[src/rtl/eesq_pkg.sv]
// Shared types, codes and constants of the SPI EEPROM command sequencer.
// Used by the front, queue and back modules and by the top level.
// Depends on nothing.
`default_nettype none

package eesq_pkg;

   // Burst and address constants.
   localparam int MAX_BURST         = 32;
   localparam int ADDRESS_STRIDE    = 32;
   localparam int BURST_COUNT_WIDTH = $clog2(MAX_BURST + 1);

   // Job queue between the front and back parts (power of two).
   localparam int QUEUE_DEPTH     = 2;
   localparam int QUEUE_PTR_WIDTH = $clog2(QUEUE_DEPTH);
   localparam int QUEUE_CNT_WIDTH = $clog2(QUEUE_DEPTH + 1);

   // Request kinds.
   localparam logic [2:0] KIND_WRITE_DATA  = 3'd0;
   localparam logic [2:0] KIND_WRITE_EN    = 3'd1;
   localparam logic [2:0] KIND_WRITE_DIS   = 3'd2;
   localparam logic [2:0] KIND_READ_BYTE   = 3'd3;
   localparam logic [2:0] KIND_READ_STATUS = 3'd4;
   localparam logic [2:0] KIND_CYCLE_DONE  = 3'd5;

   // Modes.
   localparam logic [1:0] MODE_WAITING = 2'd0;
   localparam logic [1:0] MODE_ENABLED = 2'd1;
   localparam logic [1:0] MODE_CYCLE   = 2'd2;

   // Result status codes.
   localparam logic [1:0] STATUS_OK         = 2'd0;
   localparam logic [1:0] STATUS_BUSY       = 2'd1;
   localparam logic [1:0] STATUS_WRONG_MODE = 2'd2;
   localparam logic [1:0] STATUS_OVERFLOW   = 2'd3;

   // EEPROM opcodes and dummy bytes.
   localparam logic [7:0] CMD_WREN     = 8'h06;
   localparam logic [7:0] CMD_WRDI     = 8'h04;
   localparam logic [7:0] CMD_READ     = 8'h03;
   localparam logic [7:0] CMD_WRITE    = 8'h02;
   localparam logic [7:0] CMD_RDSR     = 8'h05;
   localparam logic [7:0] READ_DUMMY   = 8'h0F;
   localparam logic [7:0] STATUS_DUMMY = 8'hFF;

   // One job: an optional WREN frame, an optional command byte, optional
   // three address bytes, and always one closing result.
   typedef struct packed {
      logic        with_wren;
      logic        with_cmd;
      logic        with_address;
      logic [7:0]  cmd_byte;
      logic [23:0] address;
      logic        tail_valid;
      logic [7:0]  tail_byte;
      logic        tail_frame_end;
      logic [1:0]  status;
      logic [1:0]  mode;
   } job_type;

endpackage

`default_nettype wire

[src/rtl/eesq_front.sv]
// Front part: accepts requests, tracks mode and burst state, emits jobs.
// Depends on eesq_pkg.
`default_nettype none

module eesq_front
   import eesq_pkg::*;
(
   input  wire logic        clock,
   input  wire logic        reset,
   input  wire logic        req_valid,
   output logic             req_ready,
   input  wire logic [2:0]  req_kind,
   input  wire logic [7:0]  req_data_byte,
   input  wire logic        req_last_byte,
   input  wire logic [23:0] req_read_address,
   input  wire logic        queue_full,
   output logic             push,
   output job_type          push_job
);

   logic [1:0]                   mode_ff, mode_in;
   logic [23:0]                  write_address_ff, write_address_in;
   logic [BURST_COUNT_WIDTH-1:0] burst_count_ff, burst_count_in, count_cur;
   logic                         burst_open_ff, burst_open_in;

   assign req_ready = !queue_full;
   assign push      = req_valid && req_ready;

   always_comb begin
      mode_in          = mode_ff;
      write_address_in = write_address_ff;
      burst_count_in   = burst_count_ff;
      burst_open_in    = burst_open_ff;
      count_cur        = burst_open_ff ? burst_count_ff : '0;
      push_job         = '0;
      push_job.address = write_address_ff;

      if (burst_open_ff && req_kind != KIND_WRITE_DATA) begin
         push_job.status = STATUS_WRONG_MODE;
      end else begin
         unique case (req_kind)
            KIND_WRITE_DATA: begin
               if (mode_ff == MODE_CYCLE) begin
                  push_job.status = STATUS_BUSY;
               end else begin
                  if (!burst_open_ff) begin
                     push_job.with_wren    = (mode_ff == MODE_WAITING);
                     push_job.with_cmd     = 1'b1;
                     push_job.with_address = 1'b1;
                     push_job.cmd_byte     = CMD_WRITE;
                     mode_in               = MODE_ENABLED;
                     burst_open_in         = 1'b1;
                  end
                  if (count_cur < BURST_COUNT_WIDTH'(MAX_BURST)) begin
                     push_job.tail_valid     = 1'b1;
                     push_job.tail_byte      = req_data_byte;
                     push_job.tail_frame_end = req_last_byte;
                     burst_count_in          = count_cur + 1'b1;
                  end else begin
                     push_job.tail_frame_end = req_last_byte;
                     push_job.status         = STATUS_OVERFLOW;
                     burst_count_in          = count_cur;
                  end
                  if (req_last_byte) begin
                     burst_open_in    = 1'b0;
                     burst_count_in   = '0;
                     write_address_in = write_address_ff + 24'(ADDRESS_STRIDE);
                     mode_in          = MODE_CYCLE;
                  end
               end
            end
            KIND_WRITE_EN: begin
               if (mode_ff == MODE_WAITING) begin
                  push_job.tail_valid     = 1'b1;
                  push_job.tail_byte      = CMD_WREN;
                  push_job.tail_frame_end = 1'b1;
                  mode_in                 = MODE_ENABLED;
               end else begin
                  push_job.status = STATUS_WRONG_MODE;
               end
            end
            KIND_WRITE_DIS: begin
               if (mode_ff == MODE_ENABLED) begin
                  push_job.tail_valid     = 1'b1;
                  push_job.tail_byte      = CMD_WRDI;
                  push_job.tail_frame_end = 1'b1;
                  mode_in                 = MODE_WAITING;
               end else begin
                  push_job.status = STATUS_WRONG_MODE;
               end
            end
            KIND_READ_BYTE: begin
               if (mode_ff == MODE_CYCLE) begin
                  push_job.status = STATUS_BUSY;
               end else begin
                  push_job.with_cmd       = 1'b1;
                  push_job.with_address   = 1'b1;
                  push_job.cmd_byte       = CMD_READ;
                  push_job.address        = req_read_address;
                  push_job.tail_valid     = 1'b1;
                  push_job.tail_byte      = READ_DUMMY;
                  push_job.tail_frame_end = 1'b1;
               end
            end
            KIND_READ_STATUS: begin
               push_job.with_cmd       = 1'b1;
               push_job.cmd_byte       = CMD_RDSR;
               push_job.tail_valid     = 1'b1;
               push_job.tail_byte      = STATUS_DUMMY;
               push_job.tail_frame_end = 1'b1;
            end
            KIND_CYCLE_DONE: begin
               if (mode_ff == MODE_CYCLE) begin
                  mode_in = MODE_WAITING;
               end else begin
                  push_job.status = STATUS_WRONG_MODE;
               end
            end
            default: begin
               push_job.status = STATUS_WRONG_MODE;
            end
         endcase
      end
      push_job.mode = mode_in;
   end

   always_ff @(posedge clock) begin
      if (reset) begin
         mode_ff          <= MODE_WAITING;
         write_address_ff <= '0;
         burst_count_ff   <= '0;
         burst_open_ff    <= 1'b0;
      end else if (push) begin
         mode_ff          <= mode_in;
         write_address_ff <= write_address_in;
         burst_count_ff   <= burst_count_in;
         burst_open_ff    <= burst_open_in;
      end
   end

endmodule

`default_nettype wire

[src/rtl/eesq_queue.sv]
// Short job queue that decouples the front and back parts.
// Depends on eesq_pkg.
`default_nettype none

module eesq_queue
   import eesq_pkg::*;
(
   input  wire logic    clock,
   input  wire logic    reset,
   input  wire logic    push,
   input  wire job_type push_job,
   input  wire logic    pop,
   output logic         full,
   output logic         empty,
   output job_type      head_job
);

   job_type                    entries_ff [QUEUE_DEPTH];
   logic [QUEUE_PTR_WIDTH-1:0] wr_ptr_ff, rd_ptr_ff;
   logic [QUEUE_CNT_WIDTH-1:0] count_ff;

   assign full     = (count_ff == QUEUE_CNT_WIDTH'(QUEUE_DEPTH));
   assign empty    = (count_ff == '0);
   assign head_job = entries_ff[rd_ptr_ff];

   always_ff @(posedge clock) begin
      if (reset) begin
         wr_ptr_ff <= '0;
         rd_ptr_ff <= '0;
         count_ff  <= '0;
      end else begin
         // The depth is a power of two, so the pointers wrap on their own.
         if (push) wr_ptr_ff <= wr_ptr_ff + 1'b1;
         if (pop)  rd_ptr_ff <= rd_ptr_ff + 1'b1;
         if (push && !pop)      count_ff <= count_ff + 1'b1;
         else if (pop && !push) count_ff <= count_ff - 1'b1;
      end
   end

   always_ff @(posedge clock) begin
      if (push) entries_ff[wr_ptr_ff] <= push_job;
   end

endmodule

`default_nettype wire

[src/rtl/eesq_back.sv]
// Back part: walks the queue's head job into the result register, one result per cycle
// while the receiver does not stall. Depends on eesq_pkg.
`default_nettype none

module eesq_back
   import eesq_pkg::*;
(
   input  wire logic    clock,
   input  wire logic    reset,
   input  wire job_type head_job,
   input  wire logic    queue_empty,
   output logic         pop,
   output logic         rsp_valid,
   input  wire logic    rsp_ready,
   output logic         rsp_tx_valid,
   output logic [7:0]   rsp_tx_byte,
   output logic         rsp_frame_end,
   output logic         rsp_last,
   output logic [1:0]   rsp_status,
   output logic [1:0]   rsp_mode
);

   // Sequencer steps, one per result a job can cause.
   localparam logic [2:0] PIECE_WREN  = 3'd0;
   localparam logic [2:0] PIECE_CMD   = 3'd1;
   localparam logic [2:0] PIECE_ADDR2 = 3'd2;
   localparam logic [2:0] PIECE_ADDR1 = 3'd3;
   localparam logic [2:0] PIECE_ADDR0 = 3'd4;
   localparam logic [2:0] PIECE_TAIL  = 3'd5;

   function automatic logic [2:0] piece_after(input job_type job, input logic [2:0] piece);
      logic [2:0] next;
      next = PIECE_TAIL;
      unique case (piece)
         PIECE_WREN:  next = job.with_cmd ? PIECE_CMD
                           : (job.with_address ? PIECE_ADDR2 : PIECE_TAIL);
         PIECE_CMD:   next = job.with_address ? PIECE_ADDR2 : PIECE_TAIL;
         PIECE_ADDR2: next = PIECE_ADDR1;
         PIECE_ADDR1: next = PIECE_ADDR0;
         default:     next = PIECE_TAIL;
      endcase
      return next;
   endfunction

   logic       rsp_valid_ff, mid_ff;
   logic [2:0] step_ff, piece;
   logic       advance, fire;
   logic       tx_valid_in, frame_end_in, last_in;
   logic [7:0] tx_byte_in;
   logic [1:0] status_in;
   logic       tx_valid_ff, frame_end_ff, last_ff;
   logic [7:0] tx_byte_ff;
   logic [1:0] status_ff, mode_ff;

   always_comb begin
      advance = !rsp_valid_ff || rsp_ready;
      fire    = advance && !queue_empty;
      if (mid_ff)                piece = step_ff;
      else if (head_job.with_wren) piece = PIECE_WREN;
      else                       piece = piece_after(head_job, PIECE_WREN);
      pop = fire && (piece == PIECE_TAIL);

      tx_valid_in  = 1'b1;
      tx_byte_in   = 8'h00;
      frame_end_in = 1'b0;
      last_in      = 1'b0;
      status_in    = STATUS_OK;
      unique case (piece)
         PIECE_WREN: begin
            tx_byte_in   = CMD_WREN;
            frame_end_in = 1'b1;
         end
         PIECE_CMD:   tx_byte_in = head_job.cmd_byte;
         PIECE_ADDR2: tx_byte_in = head_job.address[23:16];
         PIECE_ADDR1: tx_byte_in = head_job.address[15:8];
         PIECE_ADDR0: tx_byte_in = head_job.address[7:0];
         default: begin
            tx_valid_in  = head_job.tail_valid;
            tx_byte_in   = head_job.tail_byte;
            frame_end_in = head_job.tail_frame_end;
            last_in      = 1'b1;
            status_in    = head_job.status;
         end
      endcase
   end

   always_ff @(posedge clock) begin
      if (reset) begin
         rsp_valid_ff <= 1'b0;
         mid_ff       <= 1'b0;
         step_ff      <= PIECE_WREN;
      end else if (advance) begin
         rsp_valid_ff <= !queue_empty;
         if (fire) begin
            mid_ff  <= (piece != PIECE_TAIL);
            step_ff <= piece_after(head_job, piece);
         end
      end
   end

   always_ff @(posedge clock) begin
      if (fire) begin
         tx_valid_ff  <= tx_valid_in;
         tx_byte_ff   <= tx_byte_in;
         frame_end_ff <= frame_end_in;
         last_ff      <= last_in;
         status_ff    <= status_in;
         mode_ff      <= head_job.mode;
      end
   end

   assign rsp_valid     = rsp_valid_ff;
   assign rsp_tx_valid  = tx_valid_ff;
   assign rsp_tx_byte   = tx_byte_ff;
   assign rsp_frame_end = frame_end_ff;
   assign rsp_last      = last_ff;
   assign rsp_status    = status_ff;
   assign rsp_mode      = mode_ff;

endmodule

`default_nettype wire

[src/rtl/spi_eeprom_command_sequencer.sv]
// Flow: a request accepted by the front is written into the job queue, and the back part
// then loads its first result into the result register, from which the receiver takes it.
// One result per cycle while the receiver does not stall; a request gives one to six
// results, one per part of its job.
// The front accepts one request per cycle while the two-entry job queue has room.
// Reset is synchronous, active high: mode waiting, write pointer and burst state zero,
// queue empty and no result pending.
`default_nettype none

// Top level of the SPI EEPROM command sequencer. It ties together the front
// part (request decode and mode state), the job queue and the back part.
module spi_eeprom_command_sequencer
   import eesq_pkg::*;
(
   input  wire logic        clock,
   input  wire logic        reset,
   input  wire logic        req_valid,
   output logic             req_ready,
   input  wire logic [2:0]  req_kind,
   input  wire logic [7:0]  req_data_byte,
   input  wire logic        req_last_byte,
   input  wire logic [23:0] req_read_address,
   output logic             rsp_valid,
   input  wire logic        rsp_ready,
   output logic             rsp_tx_valid,
   output logic [7:0]       rsp_tx_byte,
   output logic             rsp_frame_end,
   output logic             rsp_last,
   output logic [1:0]       rsp_status,
   output logic [1:0]       rsp_mode
);

   // The front decides everything about a request in the cycle it is
   // accepted: it updates the mode, the write pointer and the burst count,
   // and it describes the SPI bytes to send as one job. A job is an optional
   // WREN frame, an optional command byte, optional three address bytes and
   // one closing result that carries the status and the last flag.
   job_type push_job, head_job;
   logic    push, pop, queue_full, queue_empty;

   eesq_front u_front (
      .clock            (clock),
      .reset            (reset),
      .req_valid        (req_valid),
      .req_ready        (req_ready),
      .req_kind         (req_kind),
      .req_data_byte    (req_data_byte),
      .req_last_byte    (req_last_byte),
      .req_read_address (req_read_address),
      .queue_full       (queue_full),
      .push             (push),
      .push_job         (push_job)
   );

   // The queue lets the front keep taking requests while the back is still
   // sending the bytes of earlier ones or the receiver stalls.
   eesq_queue u_queue (
      .clock    (clock),
      .reset    (reset),
      .push     (push),
      .push_job (push_job),
      .pop      (pop),
      .full     (queue_full),
      .empty    (queue_empty),
      .head_job (head_job)
   );

   // The back steps through the head job's parts, one result per cycle while the
   // receiver does not stall, and releases the job when its closing result is loaded.
   eesq_back u_back (
      .clock         (clock),
      .reset         (reset),
      .head_job      (head_job),
      .queue_empty   (queue_empty),
      .pop           (pop),
      .rsp_valid     (rsp_valid),
      .rsp_ready     (rsp_ready),
      .rsp_tx_valid  (rsp_tx_valid),
      .rsp_tx_byte   (rsp_tx_byte),
      .rsp_frame_end (rsp_frame_end),
      .rsp_last      (rsp_last),
      .rsp_status    (rsp_status),
      .rsp_mode      (rsp_mode)
   );

endmodule

`default_nettype wire

[config.mk]
export PLATFORM = sky130hd
export DESIGN_NAME = spi_eeprom_command_sequencer
export DESIGN_NICKNAME = d
export VERILOG_FILES = /design/src/rtl/eesq_pkg.sv /design/src/rtl/eesq_front.sv /design/src/rtl/eesq_queue.sv /design/src/rtl/eesq_back.sv /design/src/rtl/spi_eeprom_command_sequencer.sv
export SDC_FILE = /design/constraint.sdc
export NUM_CORES = 1
export LEC_CHECK = 0
export BUFFER_PORTS_ARGS = -buffer_cell sky130_fd_sc_hd__buf_2
export CORE_ASPECT_RATIO = 0.75
export CORE_MARGIN = 10
export CORE_UTILIZATION = 45
export DETAILED_ROUTE_END_ITERATION = 10
export HOLD_SLACK_MARGIN = 0.12
export SYNTH_ARGS = -nofsm -noshare
export SYNTH_HDL_FRONTEND = slang
export SYNTH_SLANG_ARGS = --single-unit
[constraint.sdc]
create_clock -name clock -period 3.5 [get_ports clock]
set_input_delay 0 -clock clock [delete_from_list [all_inputs] [get_ports clock]]
set_output_delay 0 -clock clock [all_outputs]
set_load 0.03 [all_outputs]
======== Word level (Yosys, flattened, before mapping) ========
Memories as Yosys holds them, arrays and structs flattened. A register that Yosys moved wholly into a read port is not among the register bits.
Cells that the tools add are included.
operators by class
  bitwise logic cells ..................... 2
  order comparisons ....................... 1
  equal/unequal tests ..................... 14
  add/subtract/negate cells ............... 6
  reductions and logical operators ........ 23
  mux-type cells .......................... 48
operator list
  kind                   number
  $pmux 10 s5            1
  $mux 45                1
  $mux 44                1
  $pmux 8 s5             1
  $mux 10                3
  $mux 2                 15
  $add 24x6->24 const B  1
  $mux 24                1
  $pmux 8 s3             1
  $mux 11                2
  $mux 6                 3
  $eq 3x2->1 const B     4
  $eq 3x3->1 const B     4
  $mux 3                 4
  $pmux 2 s6             1
  $pmux 3 s4             1
  $mux 9                 1
  $mux 1                 8
  $pmux 2 s4             1
  $add 6x1->6 const B    1
  $eq 3x1->1 const B     2
  $logic_and 1x1->1      6
  $logic_not 3->1        2
  $lt 6x6->1 const B     1
  19 further kinds       28
storage, ports and cells
  memories ................................ 1
  flip-flop bits (word level) ............. 57
  output and inout port bits .............. 17
  RAM bits ................................ 98
memory list
  name                words  bits a word  rd ports  clocked after memory_dff  write ports  RTL line          RTL
  u_queue.entries_ff  2      49           1         1                         1            eesq_queue.sv:18  job_type entries_ff [QUEUE_DEPTH];

======== Logic depth before layout (Yosys ltp) ========
  depth after elaboration ................. 9
  gate-level depth with buffers ........... 9
  gate-level depth less buffers ........... 9

======== Hierarchy ========
Synthesis repeated with hierarchy kept, for this count alone.
unflattened totals
  cell total of the unflattened synthesis .. 574
  area, all modules ....................... 7161.9 um^2
modules (own cells, without submodules)
  module      cells each  seq. area each (um^2)  area each (um^2)  times used
  eesq_queue  174         3042.9                 3739.8            1
  eesq_front  285         560.5                  2222.1            1
  eesq_back   115         550.5                  1199.9            1

======== Least setup slack after synthesis ========
OpenSTA, ideal clock, no wires.
  path kind ............................... register -> register
  start point ............................. register u_queue.count_ff[0]
  end point ............................... memory u_queue.entries_ff[0][0] (netlist name), enable pin
  data arrival time ....................... 2.774 ns
  setup slack ............................. 0.280 ns
  cell stages (with the launch flop) ...... 4
  setup time .............................. 0.446 ns
  buffers on the path ..................... 0
  cells stage by stage .................... dfxtp_1 > nand2b_1 > nand2_1 > nor2_1
between the ends
  cells in the longest elaborated chain, start to end .. 5
RTL lines
  item                          RTL line                            RTL
  start: declaration            eesq_queue.sv:20                    logic [QUEUE_CNT_WIDTH-1:0] count_ff;
  start signal: assignment      eesq_queue.sv:35                    if (push && !pop) count_ff <= count_ff + 1'b1;
  start signal: assignment      eesq_queue.sv:36                    else if (pop && !push) count_ff <= count_ff - 1'b1;
  $eq 2x2->1                    eesq_queue.sv:22                    assign full = (count_ff == QUEUE_CNT_WIDTH'(QUEUE_DEPTH));
  $logic_not 1->1               eesq_front.sv:26                    assign req_ready = !queue_full;
  named net req_ready           spi_eeprom_command_sequencer.sv:18  output logic req_ready,
  $logic_and 1x1->1             eesq_front.sv:27                    assign push = req_valid && req_ready;
  $mux 1                        eesq_queue.sv:41                    if (push) entries_ff[wr_ptr_ff] <= push_job;
  $mux 1 (implied by the code)  eesq_queue.sv:41
  end: declaration              eesq_queue.sv:18
The timed path passes the listed nets, and every way through them passes these cells.

==> reports/metrics.sh <==
NETSWITCHINGFRACTION=0.3034
HOLD_PATH.CLASS='in2reg'
CLKLATENCYLATEPIN_NS=0.42
FLOORPLAN.INITIALDENSITY=0.4564
DRT_FIRST_ITER_VIOLATIONS=396
SYNTH-COMPOUND-AREA-SHARE=0.1157
CTS_TREE='yes'
HIGHEST_FANOUT_SEEN_ON_THE_CRITICAL_PATH=22
LEAKAGE_uW=0.002793
CTS_POST_SETUP_BUFFERS_INSERTED=0
MEAN_SYN_CELL_AREA_UM2=11.68
PWR-SHARE-SEQ=0.452
WORST-SLEW-PIN-TRANSITION_NS=0.8917
TIMING.CRITICAL_PATH.SLOWEST_STAGE_CELL='sky130_fd_sc_hd__dfxtp_2'
HPWLAFTERDP_MM=10.68
YOSYS-MUX-AREA-FRACTION=0.09660
COUNT_OF_CLOCK_TREE_SINKS=141
INTERNAL_POWER_uW=3452
PLACEABLECOREAREA_UM2=14360
TOTAL_CELL_AREA_AT_THE_PLACEMENT_STAGE_UM2=7019
ENDPOINT_KIND_OF_THE_WORST_SETUP_TIMING_PATH='register'
GRT_PASS1_WL_MM=25.13
POSTSYNTH.ASYNCRESETSHARE=0
LARGEST_NET_DEGREE_AT_THE_START_OF_GLOBAL_ROUTING=45
DP_CELLS=797
RSZ0062_AT_GRT='false'
MAX_CAP_VIOLATIONS=0
AREA_GROWTH_SYN_TO_LAYOUT_PCT=21.02
FLOORPLAN.DIE.WIDTH_UM=159.4
SYNTH_LARGEST_TYPE_AREA_FRACTION=0.4719
CRIT_FAMILY='simple AND/OR/NAND/NOR gates'
DESIGN.DIE.AREA_UM2=19840
CTS-HTREE-LEVELS=4
CP_COMMON_CELL='sky130_fd_sc_hd__or3_1'
SETUP.WORST_PATH.START_CLASS='register'
POWER_DENSITY_nW_PER_UM2=624.8
VDD.IR_DROP.WORST_mV=0.4114
WL_MM=15.71
N_ANTENNA_CELL=0
SYNTH_EDF_COUNT=103
SHARE_CLK_OF_TOTAL_POWER=0.336
CTS.PATH.MAX_BUFFERS=2
CLOCK_TRANSITION_AT_PATH_REGS_NS=0.06
FINAL_CRITICAL_PATH_TIME_INCLUDING_I_O_DELAYS_AND_SETUP_NS=2.799
LIST_OF_CELLS_TRAVERSED_BY_THE_CRITICAL_PATH='mux2i_4, o211ai_2, and2_4, or3_1, ha_1, or3_1, a21oi_1'
CP_NUM_BUF_INV=0
DIE_H_UM=124.5
YS.FLOP_TYPE='sky130_fd_sc_hd__edfxtp_1'
FINAL_MAX_SLEW_VIOLS=0
LIBRARY_CELL_WITH_THE_HIGHEST_INSTANCE_COUNT_AFTER_SYNTHESIS='sky130_fd_sc_hd__edfxtp_1'
FINAL-SETUP-VIOL-COUNT=0
TIMING.FINAL.HOLD_VIOLATIONS=0
FFS_LATCHES_SYNTH=141
AVGVIACOUNTPERCELL=5.509
PLACE.PORT_BUFFERS=56
SYN-NUM-NETS=604
GRT_PASS1_VIAS=4608
GRT_USE_TOTAL=0.1599
POWER.SHARE.COMBINATIONAL=0.213
CP.ARRIVAL_NS=3.14
CTS.REPAIR.RESIZED=0
CRIT_REQUIRED_NS=3.84
FRACTION_OF_LAYOUT_CELLS_WITH_A_SIZE_SUFFIX_ABOVE_1=0.2105
DR.PASS1.ITERS=5
SYNTHSIMPLEGATEAREAFRAC=0.1462
DOMINANT_COMBINATIONAL_CELL_FAMILY_BY_AREA_AFTER_SYNTHESIS='simple AND/OR/NAND/NOR gates'
CLOCK_TREE.ROOT_CELL='sky130_fd_sc_hd__clkbuf_16'
ROUTED-VIA-COUNT=4765
YS_SEQ_AREA_FRAC=0.5880
CTS-HOLD-FIX-BUFFERS=36
IOS=57
POSTLAYOUTCELLAREA_UM2=7931
FINAL.PERIOD_UTILIZATION=0.7997
GLOBALROUTE.TOTALOVERFLOW=0
SYNTH.LARGEST_AREA_CELL='sky130_fd_sc_hd__edfxtp_1'
NET-SWITCHING-POWER_uW=1504
ANTENNA_VIOLATING_NETS_POST_ROUTE=0
FP-ROW-COUNT=38
CTS_BUFFERS=17
MAX_SLEW_MARGIN=0.4055
YS.WARNINGS.COUNT=0
SYNTH-ADDER-AREA-SHARE=0.005727
NUMBER_OF_ANTENNA_VIOLATIONS_AT_THE_FIRST_CHECK_IN_GLOBAL_ROUTING=1
YS_TYPES=61
POSTSYNTHCELLCOUNT=561
DRT-WIRELENGTH-PER-CELL_UM=18.16
ACHIEVABLE-FREQUENCY_GHz=0.3573
NETLIST_TOP_CELLS_AREA='sky130_fd_sc_hd__edfxtp_1 47%, sky130_fd_sc_hd__dfxtp_1 12%, sky130_fd_sc_hd__mux2_2 5.5%, sky130_fd_sc_hd__mux2i_1 3.8%, sky130_fd_sc_hd__a21oi_1 3.1%'
CRIT_TYPE='reg2reg'
SYNTH_TOP_CELLS_BY_COUNT='103 x sky130_fd_sc_hd__edfxtp_1, 53 x sky130_fd_sc_hd__nor2_1, 40 x sky130_fd_sc_hd__a21oi_1'
CRITICAL_PATH.MAX_STAGE_DELAY_NS=0.67
SKEW_NS=0.009798
XOR_XNOR_SHARE_OF_THE_SYNTHESIZED_AREA=0.02138
NETS=695
OUTCOME='complete, no violations'
FINALWEIGHTEDCONGESTION=0.8892
NETLIST_AREA_UM2=6554
FINAL_CELL_COUNT_NO_FILL=865
REMAINING_DRC_ERRORS=0
TIMING.SETUP.TNS_NS=0
==> stage by stage <==
step                total power [µW]  hold WS [ns]  setup slack (ns)    util
finish                          4956        0.1274            0.7012  0.5524
global route                    5172        0.1748            0.5353  0.5524
CTS                             4988        0.1246            0.6926  0.5524
detailed placement              3289        0.3015            0.7037  0.4888
floorplan                       2962        0.1959            0.2803       -
global placement                3274        0.3067            0.8110  0.4888
==> power groups by stage <==
stage	logic (µW)	registers, µW	clock network, µW
floorplan	589	2370	0
global placement	1010	2260	0
detailed placement	1020	2270	0
CTS	1050	2240	1700
global route	1140	2270	1760
finish	1050	2240	1660
==> metal layers <==
metal | GRT usage | share of wire | vias to the layer above
met5 | 0 | 0 | -
met4 | 0.06688 | 0.016 | 0
met3 | 0.03435 | 0.065 | 22
met2 | 0.2177 | 0.41 | 168
met1 | 0.2375 | 0.51 | 2286
li1 | - | - | 2289
==> logic make-up after synthesis <==
group                    count (synthesis)
adder cells (fa/ha/maj)                  3
AO/OA/AOI/OAI                          121
XOR/XNOR                                16
AND/OR/NAND/NOR                        182
flip-flops                             141
buffers and inverters                   40
multiplexers                            58
==> cell type report <==
cell class / count / area [µm²]
tap: 200 / 250.2
multi-input combinational: 380 / 2536
fill: 1216 / 6427
clock inverter: 14 / 122.6
clock buffer: 18 / 429.2
sequential: 141 / 3855
inverter: 14 / 52.55
timing repair buffer: 98 / 685.7
==> final timing paths <==
kind | start | to | slack [ns] | cells past startpoint
setup reg to reg | register | u_queue.count_ff[1] | 0.70 | 7
hold / removal | reset | u_queue.wr_ptr_ff | 0.13 | 2
setup / recovery | register | u_queue.count_ff[1] | 0.70 | 7
hold reg to reg | u_queue.rd_ptr_ff | register | 0.49 | 2
==> flip-flops by register name, summed over array words and instances, names as in the netlist, 2 cells and up, named ones only <==
| register | flops |
|---|---|
| u_back.rsp_mode | 2 |
| u_queue.entries_ff | 88 |
| u_front.write_address_ff | 19 |
| u_front.mode_ff | 2 |
| u_back.rsp_status | 2 |
| u_queue.count_ff | 2 |
| u_front.burst_count_ff | 6 |
| u_back.rsp_tx_byte | 8 |
| u_back.step_ff | 3 |
==> layout by cell type, fill, tap and decap left out, types with 6 or more instances in the layout <==
master and instances:
sky130_fd_sc_hd__edfxtp_1 103, sky130_fd_sc_hd__o21ai_0 29, sky130_fd_sc_hd__dfxtp_1 37, sky130_fd_sc_hd__buf_2 56
sky130_fd_sc_hd__nand2_1 38, sky130_fd_sc_hd__buf_4 6, sky130_fd_sc_hd__a21oi_1 40, sky130_fd_sc_hd__and2_1 9
sky130_fd_sc_hd__nand4_1 7, sky130_fd_sc_hd__a211oi_1 10, sky130_fd_sc_hd__mux2i_1 25, sky130_fd_sc_hd__inv_1 14
sky130_fd_sc_hd__dlygate4sd3_1 36, sky130_fd_sc_hd__nor2b_1 8, sky130_fd_sc_hd__clkbuf_16 17, sky130_fd_sc_hd__xor2_1 11
sky130_fd_sc_hd__nor2_1 52, sky130_fd_sc_hd__nand3_1 14, sky130_fd_sc_hd__nor3_1 11, sky130_fd_sc_hd__o22ai_1 6
sky130_fd_sc_hd__or3_1 10, sky130_fd_sc_hd__mux2_2 32
Power figures use the tool's default switching activity.
